**config.mk**
```make
export PLATFORM = sky130hd
export DESIGN_NAME = query_param_extract_decode_unit
export DESIGN_NICKNAME = d
export VERILOG_FILES = /design/src/qped_pkg.sv /design/src/query_param_extract_decode_unit.sv
export SDC_FILE = /design/constraint.sdc
export NUM_CORES = 1
export LEC_CHECK = 0
export BUFFER_PORTS_ARGS = -buffer_cell sky130_fd_sc_hd__buf_2
export CORE_MARGIN = 2
export CORE_UTILIZATION = 40
export DETAILED_ROUTE_END_ITERATION = 8
export GPL_TIMING_DRIVEN = 1
export SYNTH_ARGS = -nofsm -noshare
export SYNTH_HDL_FRONTEND = slang
export SYNTH_SLANG_ARGS = --single-unit
```
**constraint.sdc**
```tcl
create_clock -name clock -period 7.1 [get_ports clock]
set_input_delay 0.355 -clock clock [delete_from_list [all_inputs] [get_ports clock]]
set_output_delay 0.355 -clock clock [all_outputs]
set_load 0.01 [all_outputs]
```
**src/qped_pkg.sv**
```systemverilog
// ----------------------------------------------------------------------------
// qped_pkg
// Types, character codes and helper functions for the query parameter
// extract and decode unit.
// ----------------------------------------------------------------------------
package qped_pkg;

   // input transaction
   typedef struct packed {
      logic [7:0] in_byte;
      logic       end_of_query;
   } req_payload_type;

   // result transaction
   typedef struct packed {
      logic [7:0] value_byte;
      logic       byte_valid;
      logic       found;
      logic       done_res;
   } rsp_payload_type;

   // parser phase
   typedef enum logic [2:0] {
      PH_KEY_START = 3'd0,
      PH_KEY       = 3'd1,
      PH_SKIP      = 3'd2,
      PH_VALUE     = 3'd3,
      PH_ESC1      = 3'd4,
      PH_ESC2      = 3'd5
   } phase_type;

   // register indexes
   localparam logic CSR_NAME_CHARS  = 1'b0;
   localparam logic CSR_NAME_LENGTH = 1'b1;

   localparam int CSR_DATA_WIDTH = 64;
   localparam int NAME_LEN_WIDTH = 4;

   // character codes
   localparam logic [7:0] CH_PLUS  = 8'h2B;
   localparam logic [7:0] CH_PCT   = 8'h25;
   localparam logic [7:0] CH_AMP   = 8'h26;
   localparam logic [7:0] CH_EQ    = 8'h3D;
   localparam logic [7:0] CH_SPACE = 8'h20;
   localparam logic [7:0] CH_NUL   = 8'h00;

   function automatic logic [7:0] lower_ascii(input logic [7:0] c);
      logic [7:0] r;
      r = c;
      if (c >= 8'h41 && c <= 8'h5A) begin
         r = c + 8'd32;
      end
      return r;
   endfunction

   // returns {digit valid, digit value}
   function automatic logic [4:0] hex_digit(input logic [7:0] c);
      logic [4:0] r;
      r = 5'd0;
      if (c >= 8'h30 && c <= 8'h39) begin
         r = {1'b1, 4'(c - 8'h30)};
      end else if (c >= 8'h61 && c <= 8'h66) begin
         r = {1'b1, 4'(c - 8'h57)};
      end else if (c >= 8'h41 && c <= 8'h46) begin
         r = {1'b1, 4'(c - 8'h37)};
      end
      return r;
   endfunction

endpackage

```
**src/query_param_extract_decode_unit.sv**
```systemverilog
// ----------------------------------------------------------------------------
// query_param_extract_decode_unit
// Scans a URL query string one byte per transaction, finds the configured
// parameter name (ASCII case ignored) and streams its percent-decoded value.
// ----------------------------------------------------------------------------
//  channel | ports                                   | direction
//  --------+-----------------------------------------+----------
//  request | req_valid, req_stall, req_payload       | in
//  result  | rsp_valid, rsp_stall, rsp_payload       | out
//  csr     | csr_wr_en, csr_index, csr_wdata         | in
//
//  One byte per cycle while req_stall is low: the parser state and the result
//  register update in the same cycle a byte is accepted, so a result appears in the cycle after its byte.
//  Synchronous reset returns the parser to the start of a query and loads the
//  name registers with a name of one zero byte.
//  req_stall is high only while a result sits in the output register and the
//  result side stalls; a byte with no result still advances the parser.
// ----------------------------------------------------------------------------
module query_param_extract_decode_unit
   import qped_pkg::*;
#(
   parameter int MAX_NAME_CHARS = 8
) (
   input  logic                              clock,
   input  logic                              reset,

   input  logic                              req_valid,
   output logic                              req_stall,
   input  req_payload_type                   req_payload,

   output logic                              rsp_valid,
   input  logic                              rsp_stall,
   output rsp_payload_type                   rsp_payload,

   input  logic                              csr_wr_en,
   input  logic                              csr_index,
   input  logic [CSR_DATA_WIDTH-1:0]         csr_wdata
);

   localparam int NAME_BITS = MAX_NAME_CHARS * 8;
   localparam logic [NAME_LEN_WIDTH-1:0] MAX_LEN = NAME_LEN_WIDTH'(MAX_NAME_CHARS);

   // configuration
   logic [NAME_BITS-1:0]      name_chars_ff;
   logic [NAME_LEN_WIDTH-1:0] name_length_ff;

   // parser state
   phase_type  phase_ff, phase_in;
   logic [3:0] key_pos_ff, key_pos_in;
   logic       key_match_ff, key_match_in;
   logic [7:0] esc_value_ff, esc_value_in;
   logic       esc_digit_ff, esc_digit_in;
   logic       answered_ff, answered_in;

   // result register
   logic            rsp_valid_ff, rsp_valid_in;
   rsp_payload_type rsp_payload_ff, rsp_payload_in;

   logic       req_accept;
   logic       rsp_load;
   logic [3:0] eff_len;
   logic [7:0] c;
   logic       last;
   logic       have, fin, fnd;
   logic [7:0] ob;
   logic [3:0] kc_pos;
   logic       kc_base;
   logic [7:0] want;
   logic [4:0] hex;

   assign req_stall  = rsp_valid_ff & rsp_stall;
   assign req_accept = req_valid & ~req_stall;
   assign c          = req_payload.in_byte;
   assign last       = req_payload.end_of_query;
   assign eff_len    = (name_length_ff > MAX_LEN) ? MAX_LEN : name_length_ff;
   assign hex        = hex_digit(c);

   // name character at the key position
   always_comb begin
      kc_pos  = (phase_ff == PH_KEY_START) ? 4'd0 : key_pos_ff;
      kc_base = (phase_ff == PH_KEY_START) ? 1'b1 : key_match_ff;
      want    = 8'd0;
      for (int i = 0; i < MAX_NAME_CHARS; i++) begin
         if (kc_pos == 4'(i)) begin
            want = name_chars_ff[i*8 +: 8];
         end
      end
   end

   always_ff @(posedge clock) begin
      if (reset) begin
         name_chars_ff  <= '0;
         name_length_ff <= NAME_LEN_WIDTH'(1);
      end else if (csr_wr_en) begin
         unique case (csr_index)
            CSR_NAME_CHARS:  name_chars_ff  <= csr_wdata[NAME_BITS-1:0];
            CSR_NAME_LENGTH: name_length_ff <= csr_wdata[NAME_LEN_WIDTH-1:0];
            default: ;
         endcase
      end
   end

   always_ff @(posedge clock) begin
      if (reset) begin
         phase_ff     <= PH_KEY_START;
         key_pos_ff   <= 4'd0;
         key_match_ff <= 1'b1;
         esc_value_ff <= 8'd0;
         esc_digit_ff <= 1'b0;
         answered_ff  <= 1'b0;
         rsp_valid_ff <= 1'b0;
      end else begin
         phase_ff     <= phase_in;
         key_pos_ff   <= key_pos_in;
         key_match_ff <= key_match_in;
         esc_value_ff <= esc_value_in;
         esc_digit_ff <= esc_digit_in;
         answered_ff  <= answered_in;
         rsp_valid_ff <= rsp_valid_in;
      end
   end

   always_ff @(posedge clock) begin
      rsp_payload_ff <= rsp_payload_in;
   end

   always_comb begin
      phase_in     = phase_ff;
      key_pos_in   = key_pos_ff;
      key_match_in = key_match_ff;
      esc_value_in = esc_value_ff;
      esc_digit_in = esc_digit_ff;
      answered_in  = answered_ff;
      have         = 1'b0;
      fin          = 1'b0;
      fnd          = 1'b0;
      ob           = 8'd0;

      if (answered_ff) begin
         if (last) begin
            phase_in     = PH_KEY_START;
            key_pos_in   = 4'd0;
            key_match_in = 1'b1;
            esc_value_in = 8'd0;
            esc_digit_in = 1'b0;
            answered_in  = 1'b0;
         end
      end else begin
         unique case (phase_ff) inside
            PH_KEY_START, PH_KEY: begin
               if (phase_ff == PH_KEY && c == CH_AMP) begin
                  if (key_match_ff && key_pos_ff == eff_len) begin
                     fin = 1'b1;
                     fnd = 1'b1;
                  end else begin
                     phase_in = PH_KEY_START;
                  end
               end else if (phase_ff == PH_KEY && c == CH_EQ) begin
                  phase_in = (key_match_ff && key_pos_ff == eff_len) ? PH_VALUE : PH_SKIP;
               end else if (!(phase_ff == PH_KEY_START && (c == CH_AMP || c == CH_EQ))) begin
                  // compare one key character
                  phase_in     = PH_KEY;
                  key_match_in = kc_base && (kc_pos < eff_len)
                                 && (lower_ascii(want) == lower_ascii(c));
                  key_pos_in   = (kc_pos == 4'd15) ? kc_pos : kc_pos + 4'd1;
               end
            end
            PH_SKIP: begin
               if (c == CH_AMP) begin
                  phase_in = PH_KEY_START;
               end
            end
            PH_VALUE: begin
               if (c == CH_AMP || c == CH_NUL) begin
                  fin = 1'b1;
                  fnd = 1'b1;
               end else if (c == CH_PLUS) begin
                  ob   = CH_SPACE;
                  have = 1'b1;
                  fnd  = 1'b1;
               end else if (c == CH_PCT) begin
                  esc_value_in = 8'd0;
                  esc_digit_in = 1'b0;
                  phase_in     = PH_ESC1;
               end else begin
                  ob   = c;
                  have = 1'b1;
                  fnd  = 1'b1;
               end
            end
            PH_ESC1: begin
               if (c == CH_AMP) begin
                  fin = 1'b1;
                  fnd = 1'b1;
               end else begin
                  esc_value_in = hex[4] ? {4'd0, hex[3:0]} : 8'd0;
                  esc_digit_in = hex[4];
                  phase_in     = PH_ESC2;
               end
            end
            PH_ESC2: begin
               fnd = 1'b1;
               if (c == CH_AMP) begin
                  fin = 1'b1;
                  if (esc_value_ff != 8'd0) begin
                     ob   = esc_value_ff;
                     have = 1'b1;
                  end
               end else begin
                  if (esc_digit_ff && hex[4]) begin
                     esc_value_in = {esc_value_ff[3:0], hex[3:0]};
                  end
                  phase_in = PH_VALUE;
                  // decoded zero ends the value
                  if (esc_value_in == 8'd0) begin
                     fin = 1'b1;
                  end else begin
                     ob   = esc_value_in;
                     have = 1'b1;
                  end
               end
            end
            default: ;
         endcase

         // end of query closes whatever is open
         if (last && !fin) begin
            fin = 1'b1;
            case (phase_in) inside
               PH_KEY:            fnd = key_match_in && (key_pos_in == eff_len);
               PH_VALUE, PH_ESC1: fnd = 1'b1;
               PH_ESC2: begin
                  fnd = 1'b1;
                  if (esc_value_in != 8'd0) begin
                     ob   = esc_value_in;
                     have = 1'b1;
                  end
               end
               default:           fnd = 1'b0;
            endcase
         end

         if (fin) begin
            if (last) begin
               phase_in     = PH_KEY_START;
               key_pos_in   = 4'd0;
               key_match_in = 1'b1;
               esc_value_in = 8'd0;
               esc_digit_in = 1'b0;
               answered_in  = 1'b0;
            end else begin
               answered_in = 1'b1;
            end
         end
      end

      // hold the parser state when no transaction is taken
      if (!req_accept) begin
         phase_in     = phase_ff;
         key_pos_in   = key_pos_ff;
         key_match_in = key_match_ff;
         esc_value_in = esc_value_ff;
         esc_digit_in = esc_digit_ff;
         answered_in  = answered_ff;
      end
   end

   assign rsp_load = req_accept & (have | fin);

   always_comb begin
      rsp_valid_in   = rsp_valid_ff & rsp_stall;
      rsp_payload_in = rsp_payload_ff;
      if (rsp_load) begin
         rsp_valid_in              = 1'b1;
         rsp_payload_in.value_byte = have ? ob : 8'd0;
         rsp_payload_in.byte_valid = have;
         rsp_payload_in.found      = fnd;
         rsp_payload_in.done_res   = fin;
      end
   end

   assign rsp_valid   = rsp_valid_ff;
   assign rsp_payload = rsp_payload_ff;

`ifndef SYNTH
   a_byte_implies_found: assert property (@(posedge clock) disable iff (reset)
      rsp_valid && rsp_payload.byte_valid |-> rsp_payload.found)
      else $error("decoded byte without found");

   a_empty_byte_zero: assert property (@(posedge clock) disable iff (reset)
      rsp_valid && !rsp_payload.byte_valid |-> rsp_payload.value_byte == 8'd0)
      else $error("value_byte not zero on a done-only result");

   a_answered_silent: assert property (@(posedge clock) disable iff (reset)
      req_accept && answered_ff |-> !rsp_load)
      else $error("result produced after the query was answered");

   a_stall_only_when_full: assert property (@(posedge clock) disable iff (reset)
      req_stall |-> rsp_valid_ff && rsp_stall)
      else $error("request stalled while the result register is free");
`endif

endmodule
```
# --- Word-level counts from Yosys, hierarchy flattened ---
# Cells that the tools add are included.
word_totals:
  ff_bits: 98
  input_bits: 79
  out_inout_bits: 13
  elab_cells: 224
op_classes:
  addsub: 6
  magnitude_cmp: 11
  n_eq_ne: 25
  muxes: 133
  n_bitwise: 7
  n_reduce_logical: 29
op_table:
  columns: ["operator", "n"]
  rows:
  - ["two-way mux 8 bit", 45]
  - ["two-way mux 4 bit", 13]
  - ["two-way mux 1 bit", 50]
  - ["two-way mux 3 bit", 15]
  - ["== test 8 x 6 -> 1 bit (second input constant)", 4]
  - ["less-or-equal comparator 8 x 7 -> 1 bit (second input constant)", 4]
  - ["greater-or-equal comparator 8 x 7 -> 1 bit (second input constant)", 3]
  - ["case mux 8 bit (3 select lines)", 1]
  - ["adder 8 x 6 -> 8 bit (second input constant)", 2]
  - ["== test 4 x 3 -> 1 bit (second input constant)", 4]
  - ["zero test 8 bit", 2]
  - ["case mux 8 bit (2 select lines)", 1]
  - ["nonzero test 8 bit", 2]
  - ["two-way mux 5 bit", 3]
  - ["case mux 3 bit (5 select lines)", 1]
  - ["logical AND 1 bit", 14]
  - ["== test 3 bit (second input constant)", 4]
  - ["== test 3 x 2 -> 1 bit (second input constant)", 3]
  - ["== test 4 x 2 -> 1 bit (second input constant)", 2]
  - ["== test 4 bit", 2]
  - ["== test 8 bit", 1]
  - ["greater-or-equal comparator 8 x 6 -> 1 bit (second input constant)", 1]
  - ["less-or-equal comparator 8 x 6 -> 1 bit (second input constant)", 1]
  - ["case mux 1 bit (4 select lines)", 2]
  - ["19 further kinds", 31]

# --- Depth between registers and ports, before layout ---
# Gate-level depths: netlist (run 1).
logic_depth:
  depth_word: 29
  ltp_mapped: 14
  mapped_depth_nobuf: 12

# --- Least setup slack after synthesis (run 1) ---
# Ideal clock, no wire load.
synth_timing:
  kind: "in2reg"
  startpoint: "input port req_payload[2] (netlist bit)"
  endpoint: "register rsp_payload_ff, in the netlist rsp_payload[1] (data pin)"
  setup_time_ps: 263
  t_arrival_ps: 2910
  t_required_ps: 6837
  setup_slack_ps: 3927
  cell_stages: 13
  n_path_buf: 2
  path_cell_list: "clkbuf_1 -> inv_1 -> ha_1 -> or4b_1 -> and3_1 -> a21o_1 -> buf_2 -> and3_1 -> o22ai_1 -> nand4b_1 -> o2111ai_1 -> a221oi_1 -> a21oi_1"
synth_between:
  elab_chain_len: 18
  word_cells_on_any_way: 87
  cone_classes: "4 x add/sub; 7 x order compare; 10 x eq/ne; 49 x mux; 17 x reduce/logical"
synth_lines:
  columns: ["element", "line", "source"]
  rows:
  - ["start: declaration", "query_param_extract_decode_unit.sv:29", "input req_payload_type req_payload,"]
  - ["greater-or-equal comparator 8 x 7 -> 1 bit, or another cell as far along", "qped_pkg.sv:50, qped_pkg.sv:64", null]
  - ["logical AND 1 bit (on tied branches)", "qped_pkg.sv:64, qped_pkg.sv:50", null]
  - ["two-way mux 5 bit / two-way mux 8 bit (equally long branches)", "qped_pkg.sv:64, qped_pkg.sv:50", null]
  - ["two-way mux 5 bit / two-way mux 8 bit (equally long branches)", "qped_pkg.sv:62, query_param_extract_decode_unit.sv:160", null]
  - ["two-way mux 5 bit / two-way mux 8 bit (equally long branches)", "qped_pkg.sv:60, query_param_extract_decode_unit.sv:158", null]
  - ["logical AND 1 bit / two-way mux 8 bit (equally long branches)", "query_param_extract_decode_unit.sv:210, query_param_extract_decode_unit.sv:151", null]
  - ["two-way mux 8 bit (on tied branches)", "query_param_extract_decode_unit.sv:210, query_param_extract_decode_unit.sv:149", null]
  - ["two-way mux 8 bit (on tied branches)", "query_param_extract_decode_unit.sv:203, query_param_extract_decode_unit.sv:139", null]
  - ["(+2 left out)", null, null]
  - ["zero test 8 bit / two-way mux 1 bit (equally long branches)", "query_param_extract_decode_unit.sv:215, query_param_extract_decode_unit.sv:160", null]
  - ["two-way mux 1 bit (on tied branches)", "query_param_extract_decode_unit.sv:215, query_param_extract_decode_unit.sv:158", null]
  - ["two-way mux 1 bit (on tied branches)", "query_param_extract_decode_unit.sv:203, query_param_extract_decode_unit.sv:151", null]
  - ["case mux 1 bit (4 select lines) / two-way mux 1 bit (equally long branches)", "query_param_extract_decode_unit.sv:149", "unique case (phase_ff) inside"]
  - ["two-way mux 1 bit", "query_param_extract_decode_unit.sv:139", "if (answered_ff) begin"]
  - ["zero test 1 bit / logical AND 1 bit (equally long branches)", "query_param_extract_decode_unit.sv:227, query_param_extract_decode_unit.sv:230", null]
  - ["logical AND 1 bit / two-way mux 1 bit (equally long branches)", "query_param_extract_decode_unit.sv:227, query_param_extract_decode_unit.sv:229", null]
  - ["two-way mux 1 bit (*)", "query_param_extract_decode_unit.sv:227", "if (last && !fin) begin"]
  - ["end signal: assignment", "query_param_extract_decode_unit.sv:124", "rsp_payload_ff <= rsp_payload_in;"]
  - ["end: declaration", "query_param_extract_decode_unit.sv:57", "rsp_payload_type rsp_payload_ff, rsp_payload_in;"]
# Every way passes the cells marked *; elsewhere a longest branch is shown, timed or not. The select of a mux whose other input is x is not followed.
# A chain may end at the register's enable or synchronous reset.

# --- Worst setup path in the final report (run 1) ---
layout_timing:
  startpoint: "register phase_ff[2]"
  endpoint: "register rsp_payload_ff, in the netlist rsp_payload[1] (data pin)"
layout_between:
  elab_chain_len: 29
  word_cells_on_any_way: 84
  cone_classes: "2 x add/sub; 3 x order compare; 19 x eq/ne; 47 x mux; 13 x reduce/logical"
layout_lines:
  columns: ["element", "line", "source"]
  rows:
  - ["start: declaration", "query_param_extract_decode_unit.sv:48", "phase_type phase_ff, phase_in;"]
  - ["start signal: assignment", "query_param_extract_decode_unit.sv:113", "phase_ff <= phase_in;"]
  - ["zero test 3 bit", "query_param_extract_decode_unit.sv:80, query_param_extract_decode_unit.sv:81, query_param_extract_decode_unit.sv:160", null]
  - ["two-way mux 4 bit", "query_param_extract_decode_unit.sv:80", "kc_pos = (phase_ff == PH_KEY_START) ? 4'd0 : key_pos_ff;"]
  - ["zero test 4 bit", "query_param_extract_decode_unit.sv:84", "if (kc_pos == 4'(i)) begin"]
  - ["two-way mux 8 bit (8 in series)", "query_param_extract_decode_unit.sv:84", null]
  - ["greater-or-equal comparator 8 x 7 -> 1 bit / less-or-equal comparator 8 x 7 -> 1 bit (equally long branches)", "qped_pkg.sv:50", "if (c >= 8'h41 && c <= 8'h5A) begin"]
  - ["logical AND 1 bit", "qped_pkg.sv:50", null]
  - ["two-way mux 8 bit", "qped_pkg.sv:50", null]
  - ["two-way mux 8 bit", "query_param_extract_decode_unit.sv:160", "end else if (!(phase_ff == PH_KEY_START && (c == CH_AMP || c == CH_EQ))) begin"]
  - ["(+6 left out)", null, null]
  - ["two-way mux 1 bit", "query_param_extract_decode_unit.sv:160", null]
  - ["two-way mux 1 bit", "query_param_extract_decode_unit.sv:158", "end else if (phase_ff == PH_KEY && c == CH_EQ) begin"]
  - ["two-way mux 1 bit", "query_param_extract_decode_unit.sv:151", "if (phase_ff == PH_KEY && c == CH_AMP) begin"]
  - ["two-way mux 1 bit", "query_param_extract_decode_unit.sv:149", null]
  - ["two-way mux 1 bit", "query_param_extract_decode_unit.sv:139", null]
  - ["logical AND 1 bit", "query_param_extract_decode_unit.sv:230", "PH_KEY: fnd = key_match_in && (key_pos_in == eff_len);"]
  - ["two-way mux 1 bit", "query_param_extract_decode_unit.sv:229", "case (phase_in) inside"]
  - ["two-way mux 1 bit (*)", "query_param_extract_decode_unit.sv:227", null]
# Marks and branches as above.

==> results of run 1 <==
cell families after synthesis:
| group | after synthesis | share of synthesized area [%] |
|---|---|---|
| simple gates | 334 | 26.2 |
| compound gates | 247 | 27.5 |
| flops | 98 | 33.5 |
| buf+inv | 82 | 5.85 |
| mux | 19 | 3.20 |
| xor+xnor | 11 | 1.56 |
| fa+ha+maj | 11 | 2.22 |
synthesized netlist by cell type, types with 6 or more instances:
cell      count
inv_1        19
clkbuf_1     38
and2_1       10
dfxtp_1      87
nand2_1     165
a211oi_1      8
a22oi_1      16
nor3_1       13
nor4b_1       6
nand3_1      21
and3_1        9
mux2i_1      13
nor2b_1       9
nand2b_1     11
edfxtp_1     11
o21ai_0      23
nor2_1       51
a21oi_1     101
o211ai_1      8
buf_2        13
a31oi_1       8
xnor2_1       7
ha_1         11
layout by cell type (no fill, tap or decap), drive strengths merged, types with 8 or more instances in the layout:
cell type  netlist  layout
dfxtp           87      87
ha              11      11
inv             19      22
mux2i           13      13
clkbuf          38      11
a22oi           18      18
a31oi            8       8
o211ai           9       9
a211oi          10      10
nor3            16      16
o21ai           29      29
and2            10      10
nor2b            9       9
nor2            52      52
a21oi          102     102
nand2b          11      11
and3             9       9
buf             24      97
nand2          165     165
edfxtp          11      11
nand3           22      22
worst max-delay path, cell delays in order (launching register included):
cell and delay, ns:
dfxtp_1 0.52, nor3_4 0.68, nor3b_1 0.13, o211a_1 0.27, o32ai_4 0.37, inv_1 0.08, ha_1 0.31, nor2_1 0.11
nand3_1 0.08, a211o_1 0.23, and3_1 0.15, a2111o_1 0.45, a21oi_1 0.15
layer usage:
metal  vias to the layer above  part of all wire, %
li1                       2966                    -
met5                         -                    0
met4                         0                  2.4
met3                        34                  4.8
met1                      2779                   49
met2                       165                   44
registers in the layout, summed over array words and instances (netlist names):
signal          cells
esc_value_ff        8
phase_ff            3
rsp_valid           1
esc_digit_ff        1
rsp_payload        11
key_pos_ff          4
name_length_ff      4
answered_ff         1
name_chars_ff      64
key_match_ff        1
report_power, final:
group          internal, mW  switching, mW  leakage (nW)
Sequential            0.581         0.0165         0.813
Clock                 0.262          0.221         0.148
Combinational        0.0713          0.101          1.60
Total                 0.914          0.339          2.56
path summary, 6_finish.rpt:
path                      from                end  slack [ns]  cells after the start
min reg2reg  name_chars_ff[32]  name_chars_ff[32]        0.45                      2
min              csr_wdata[53]  name_chars_ff[53]        0.23                      3
max                phase_ff[2]     rsp_payload[1]        3.40                     12
max reg2reg        phase_ff[2]     rsp_payload[1]        3.40                     12
layout make-up:
type / instances / area, um^2 / area share (%)
Inverter: 20 / 75.1 / 1.08
Sequential cell: 98 / 2070 / 29.8
Timing Repair Buffer: 97 / 500 / 7.21
Clock inverter: 5 / 42.5 / 0.613
Tap cell: 188 / 235 / 3.39
Multi-Input combinational cell: 622 / 3770 / 54.2
Clock buffer: 11 / 253 / 3.64
==> results.json, run 1 <==
{
  "status": "complete, no violations",
  "critPathRequiredTime_ns": 7.31,
  "htree_num_levels": 3,
  "finalSetupTns_ns": 0,
  "tightest_slew_ns": 1.02,
  "netlist_instances": 802,
  "cts.sinks": 98,
  "placed_area_um2": 6650,
  "maxCapViolCount": 0,
  "cts_root_buf": "clkbuf_16",
  "globalplace.congestion": 0.889,
  "vias_per_cell": 5.71,
  "clkTransAtPathRegs_ns": 0.07,
  "synth.ff_latch_count": 98,
  "drc": 0,
  "fin_ws_ns": 3.40,
  "routedWlPerCell_um": 16.3,
  "start_util_pct": 40.8,
  "fmax_mhz": 271,
  "drv_slew": 0,
  "yosysTopAreaCellShare_pct": 28.2,
  "postCtsSetupRepairBufs": 0,
  "vias": 5944,
  "power_mw": 1.25,
  "synth_async_sr_flop_share_pct": 0,
  "track_usage_pct": 21.0,
  "dr.first_iter.drc_count": 523,
  "synth_edf_count": 11,
  "dr.pass1.iters": 5,
  "finalClockSkew_ns": 0.0123,
  "drive_above_1_share_pct": 17.1,
  "numPlacedInstances": 1025,
  "power-per-cell-area_nw_per_um2": 180,
  "core_um2": 15100,
  "syn_to_final_growth_pct": 12.3,
  "ios": 92,
  "critPathCaptureType": "flop",
  "grt_max_degree": 89,
  "synth-main-ff-cell": "dfxtp_1",
  "fill_cells": 1591,
  "use_met2_pct": 31.4,
  "syn-cell-area_um2": 6190,
  "grt_setup_unrepaired": "no",
  "syn_area_per_cell_um2": 7.71,
  "cts-hold-fix-buffers": 0,
  "holdWs_ns": 0.227,
  "min_period_ns": 3.70,
  "grt_pass1_vias": 5512,
  "dp_hpwl_mm": 12.2,
  "hold_class": "input port to flop",
  "cts_resized": 0,
  "max-clock-path-buffers": 2,
  "cts_tree": "yes",
  "crit_arrival_ns": 3.91,
  "synth.distinct_cells": 93,
  "antenna_left": 0,
  "grt_pass1_wl_mm": 27.9,
  "wl_mm": 16.9,
  "gr-usage-met3_pct": 3.83,
  "synth-seq-area-share_pct": 33.5,
  "postLayoutCoreUtil_pct": 45.9,
  "io_buffers": 91,
  "fp.dieW_um": 128,
  "syn-num-nets": 892,
  "netlist_top_cells_area": "dfxtp_1 (28%), nand2_1 (10%), a21oi_1 (8.2%), edfxtp_1 (5.3%), nor2_1 (3.1%)",
  "rows": 45,
  "p_leak_nw": 2.56,
  "place_ws_ns": 3.43,
  "globalRoute.totalOverflow": 0,
  "antenna_found_initial": 0,
  "antennaDiodeCount": 0,
  "vdd_drop_max_mv": 0.116,
  "finalSetupViolations": 0,
  "hold_viol_final": 0,
  "cts_buffers": 9,
  "die-area_um2": 16500,
  "synth_largest_area_cell": "dfxtp_1",
  "clk_latency_ns": 0.36,
  "stdcell_area_um2": 6950,
  "global_route.usage.met1_pct": 30.3,
  "yosys_warnings": 0,
  "criticalPathCategory": "flop to flop",
  "nets": 938,
  "fin_cells": 1041,
  "slew_headroom_pct": 31.0,
  "start_kind": "flop",
  "die-height_um": 128,
  "finalCritPeriodShare_pct": 52.1,
  "crit_fanout": 18,
  "busiest_layer": "met2"
}
(Power assumes the default switching activity.)
==> run 2, diff against run 1 <==
clock period = 3.2 ns   (was 7.1 ns; I/O delays follow)
==> results.json, run 2 (synthesized netlist as in run 1, its figures left out) <==
{
  "track_usage_pct": 21.7,
  "power_mw": 2.78,
  "grt_pass1_vias": 5597,
  "ios": 92,
  "antenna_found_initial": 0,
  "fmax_mhz": 329,
  "cp_top_family": "compound AO/OA/AOI/OAI gates",
  "antenna_left": 0,
  "largest_register_ffs": 64,
  "cts.sinks": 98,
  "postLayoutCoreUtil_pct": 47.8,
  "place_ws_ns": 0.0682,
  "dr.pass1.iters": 5,
  "slowest_delay_ns": 0.38,
  "syn_to_final_growth_pct": 16.9,
  "regMostFlops": "name_chars_ff",
  "finalClockSkew_ns": 0.00791,
  "htree_num_levels": 3,
  "finalSetupTns_ns": 0,
  "rrSetupSlack_ns": 0.16,
  "stdcell_area_um2": 7230,
  "p_leak_nw": 2.73,
  "antennaDiodeCount": 0,
  "globalplace.congestion": 0.939,
  "io_buffers": 91,
  "finalCritPeriodShare_pct": 94.9,
  "globalRoute.totalOverflow": 0,
  "slew_headroom_pct": 58.3,
  "layout_common_cells": "nand2_1 (165), a21oi_1 (101), buf_2 (91)",
  "criticalPathCategory": "flop to flop",
  "start_kind": "flop",
  "cts-hold-fix-buffers": 0,
  "dp_hpwl_mm": 13.1,
  "start_util_pct": 40.8,
  "critPathRequiredTime_ns": 3.41,
  "critPathCaptureType": "flop",
  "drive_above_1_share_pct": 20.5,
  "fin_cells": 1073,
  "crit_fanout": 7,
  "vias_per_cell": 5.70,
  "wl_mm": 17.6,
  "cp_num_buf_inv": 1,
  "finalSetupViolations": 0,
  "die-area_um2": 16500,
  "crit_chain": "nor3_4 -> nor3b_1 -> o211a_1 -> o32ai_4 -> inv_1 -> ha_1 -> nor2_1 -> nand3_1 -> a211o_1 -> and3_1 -> a2111o_1 -> a21oi_1",
  "grt_max_degree": 89,
  "cts_tree": "yes",
  "vdd_drop_max_mv": 0.240,
  "clk_latency_ns": 0.36,
  "crit_arrival_ns": 3.25,
  "nets": 971,
  "maxCapViolCount": 0,
  "holdWs_ns": 0.0335,
  "rows": 45,
  "placed_area_um2": 6930,
  "drc": 0,
  "cpMaxStageDelayCell": "dfxtp_2",
  "hold_viol_final": 0,
  "clkTransAtPathRegs_ns": 0.07,
  "max-clock-path-buffers": 2,
  "cts_buffers": 9,
  "min_period_ns": 3.04,
  "die-height_um": 128,
  "tightest_slew_ns": 0.624,
  "numPlacedInstances": 1056,
  "routedWlPerCell_um": 16.4,
  "dr.first_iter.drc_count": 605,
  "core_um2": 15100,
  "final_common_cell": "nand2_1",
  "power-per-cell-area_nw_per_um2": 384,
  "fin_ws_ns": 0.164,
  "vias": 6118,
  "status": "complete, no violations",
  "cts_root_buf": "clkbuf_16",
  "drv_slew": 0,
  "grt_pass1_wl_mm": 28.8,
  "grt_setup_unrepaired": "no",
  "hold_class": "input port to flop",
  "fp.dieW_um": 128
}
## run 2: cell types whose count changed in the layout (fill, tap and decap cells not counted), sizes merged
| cell | change |
|---|---|
| clkbuf | -2 |
| inv | +1 |
| buf | +33 |
## run 2: power breakdown
| group | switching, mW | internal (mW) | leakage (nW) |
|---|---|---|---|
| clock network | 0.505 | 0.535 | 0.139 |
| registers | 0.0334 | 1.29 | 0.815 |
| logic | 0.238 | 0.178 | 1.78 |
| total | 0.776 | 2.00 | 2.73 |
## run 2: layout make-up
type                    count  area (um^2)
clock buffers               9          225
clock inverters             6         48.8
fillers                  1551         7910
inverters                  20         75.1
multi-input cells         622         3770
flip-flops and latches     98         2080
well taps                 188          235
repair buffers            130          802
## run 2: worst min-delay path, stage by stage
cell and delay [ns]:
buf_2 0.09, nand2_1 0.04, a21oi_1 0.05
## run 2: final timing paths
kind	from	end	cells past startpoint
min reg2reg	name_chars_ff[41]	name_chars_ff[41]	2
max	phase_ff[1]	rsp_payload[1]	12
min	csr_wdata[9]	name_chars_ff[9]	3
max reg2reg	phase_ff[1]	rsp_payload[1]	12
## run 2: timing repair
action                                  CTS  global route
setup buffers                             0             2
endpoints found under the setup margin    0             2
gates resized for setup                   0             6
hold endpoints to repair                  0             0
## run 2: layer usage
metal / up-vias / global-route usage [%] / wire [um]
met2: 165 / 33.2 / 7840
li1: 3044 / - / -
met3: 23 / 3.37 / 851
met4: 0 / 6.92 / 313
met1: 2886 / 31.3 / 8640
met5: - / 0 / 0
==> run 3, diff against run 2 <==
RECOVER_POWER = 100   (was not set)
==> results.json, run 3 (synthesized netlist as in run 1, its figures left out) <==
{
  "status": "finished, violations left",
  "violations": "capacitance limit, slew limit",
  "hold_class": "input port to flop",
  "min_period_ns": 3.02,
  "grt_pass1_vias": 5597,
  "vias": 6112,
  "fin_ws_ns": 0.175,
  "place_ws_ns": 0.0682,
  "dp_hpwl_mm": 13.1,
  "layout_common_cells": "nand2_1 (165), a21oi_1 (102), dfxtp_1 (83)",
  "antenna_left": 0,
  "core_um2": 15100,
  "die-area_um2": 16500,
  "maxCapViolCount": 1,
  "slowest_delay_ns": 0.38,
  "p_int_mw": 2.00,
  "p_seq_share_pct": 47.7,
  "fill_cells": 1571,
  "nets": 971,
  "routedWlPerCell_um": 16.4,
  "p_comb_share_pct": 14.8,
  "grt_max_degree": 89,
  "critPathCaptureType": "flop",
  "hold_start": "csr_wdata[50]",
  "htree_num_levels": 3,
  "crit_chain": "nor3_4 -> nor3b_1 -> o211a_1 -> o32ai_4 -> inv_1 -> ha_1 -> nor2_1 -> nand3_1 -> a211o_1 -> and3_1 -> a2111o_1 -> a21oi_1",
  "slew_headroom_pct": -25.2,
  "multi_input_comb_area_um2": 3760,
  "criticalPathCategory": "flop to flop",
  "tightest_slew_ns": 1.87,
  "cts.sinks": 98,
  "drive_above_1_share_pct": 18.2,
  "grt_pass1_wl_mm": 28.8,
  "finalClockSkew_ns": 0.00874,
  "finalCritPeriodShare_pct": 94.5,
  "io_buffers": 91,
  "clkTransAtPathRegs_ns": 0.07,
  "wl_mm": 17.6,
  "crit_arrival_ns": 3.24,
  "vias_per_cell": 5.70,
  "power-per-cell-area_nw_per_um2": 386,
  "finalSetupTns_ns": 0,
  "reg2reg_from": "phase_ff[1]",
  "cp_top_family": "compound AO/OA/AOI/OAI gates",
  "finalSetupViolations": 0,
  "dr.pass1.iters": 5,
  "antenna_found_initial": 0,
  "cts_tree": "yes",
  "die-height_um": 128,
  "switching_share_pct": 27.9,
  "clk_latency_ns": 0.36,
  "grt_setup_unrepaired": "no",
  "hold_viol_final": 0,
  "drc": 0,
  "vdd_drop_max_mv": 0.240,
  "antennaDiodeCount": 0,
  "syn_to_final_growth_pct": 16.2,
  "start_kind": "flop",
  "start_util_pct": 40.8,
  "globalplace.congestion": 0.939,
  "crit_fanout": 7,
  "dr.first_iter.drc_count": 568,
  "cts_root_buf": "clkbuf_16",
  "critPathRequiredTime_ns": 3.41,
  "largest_register_ffs": 64,
  "drv_slew": 32,
  "cts_buffers": 9,
  "netSwitchingPower_mw": 0.774,
  "globalRoute.totalOverflow": 0,
  "cpMaxStageDelayCell": "dfxtp_2",
  "fmax_mhz": 331,
  "clkPwrFrac_pct": 37.5,
  "regMostFlops": "name_chars_ff",
  "ios": 92,
  "ff_latch_area_um2": 2080,
  "rows": 45,
  "track_usage_pct": 21.7,
  "p_leak_nw": 2.67,
  "cp_num_buf_inv": 1,
  "fp.dieW_um": 128,
  "final_common_cell": "nand2_1",
  "max-clock-path-buffers": 2,
  "critical_path.startpoint": "phase_ff[1]"
}
## run 3: power groups by stage
stage | Clock, mW | Combinational, mW | Sequential [mW]
floorplan | 0 | 0.273 | 1.34
global placement | 0 | 0.410 | 1.35
detailed placement | 0 | 0.411 | 1.35
CTS | 1.06 | 0.413 | 1.32
global route | 1.11 | 0.458 | 1.33
finish | 1.04 | 0.411 | 1.32
## run 3: layer usage
metal,global-route usage (%),vias up,routed length (um)
li1,-,3043,-
met1,31.3,2862,8580
met2,33.2,184,7780
met3,3.37,23,905
met4,6.92,0,328
met5,0,-,0
## run 3: path summary, 6_finish.rpt
kind	end	slack (ns)	cells past startpoint
setup reg to reg	rsp_payload[1]	0.18	12
hold / removal	name_chars_ff[50]	0.03	3
hold reg to reg	name_chars_ff[43]	0.45	2
setup / recovery	rsp_payload[1]	0.18	12
## run 3: cell type report
class | count | share of cell area, %
clock buffers | 9 | 3.13
clock inverters | 6 | 0.679
inverters | 20 | 1.04
multi-input cells | 622 | 52.3
flip-flops and latches | 98 | 28.9
well taps | 188 | 3.27
repair buffers | 130 | 10.7
## run 3: tightest hold or removal path: stages
cell     delay, ns
buf_2         0.09
nand2_1       0.04
a21oi_1       0.05
## run 3: timing repair
| action | in CTS | in global routing |
|---|---|---|
| gates resized for setup | 0 | 6 |
| endpoints found under the hold margin | 0 | 0 |
| setup endpoints to repair | 0 | 2 |
| hold buffers | 0 | 0 |
| buffers inserted | 0 | 2 |
## run 3: per-stage QoR
step | instances | total power, mW | area (um^2) | hold WS [ns] | utilization [%]
after floorplan | 802 | 1.61 | 6190 | 0.296 | -
after global placement | 1056 | 1.76 | 6930 | 0.402 | 45.7
after detailed placement | 1056 | 1.76 | 6930 | 0.406 | 45.7
after CTS | 1071 | 2.80 | 7200 | 0.0266 | 47.6
after global routing | 1073 | 2.89 | 7190 | 0.0439 | 47.5
final | 1073 | 2.77 | 7190 | 0.0322 | 47.5
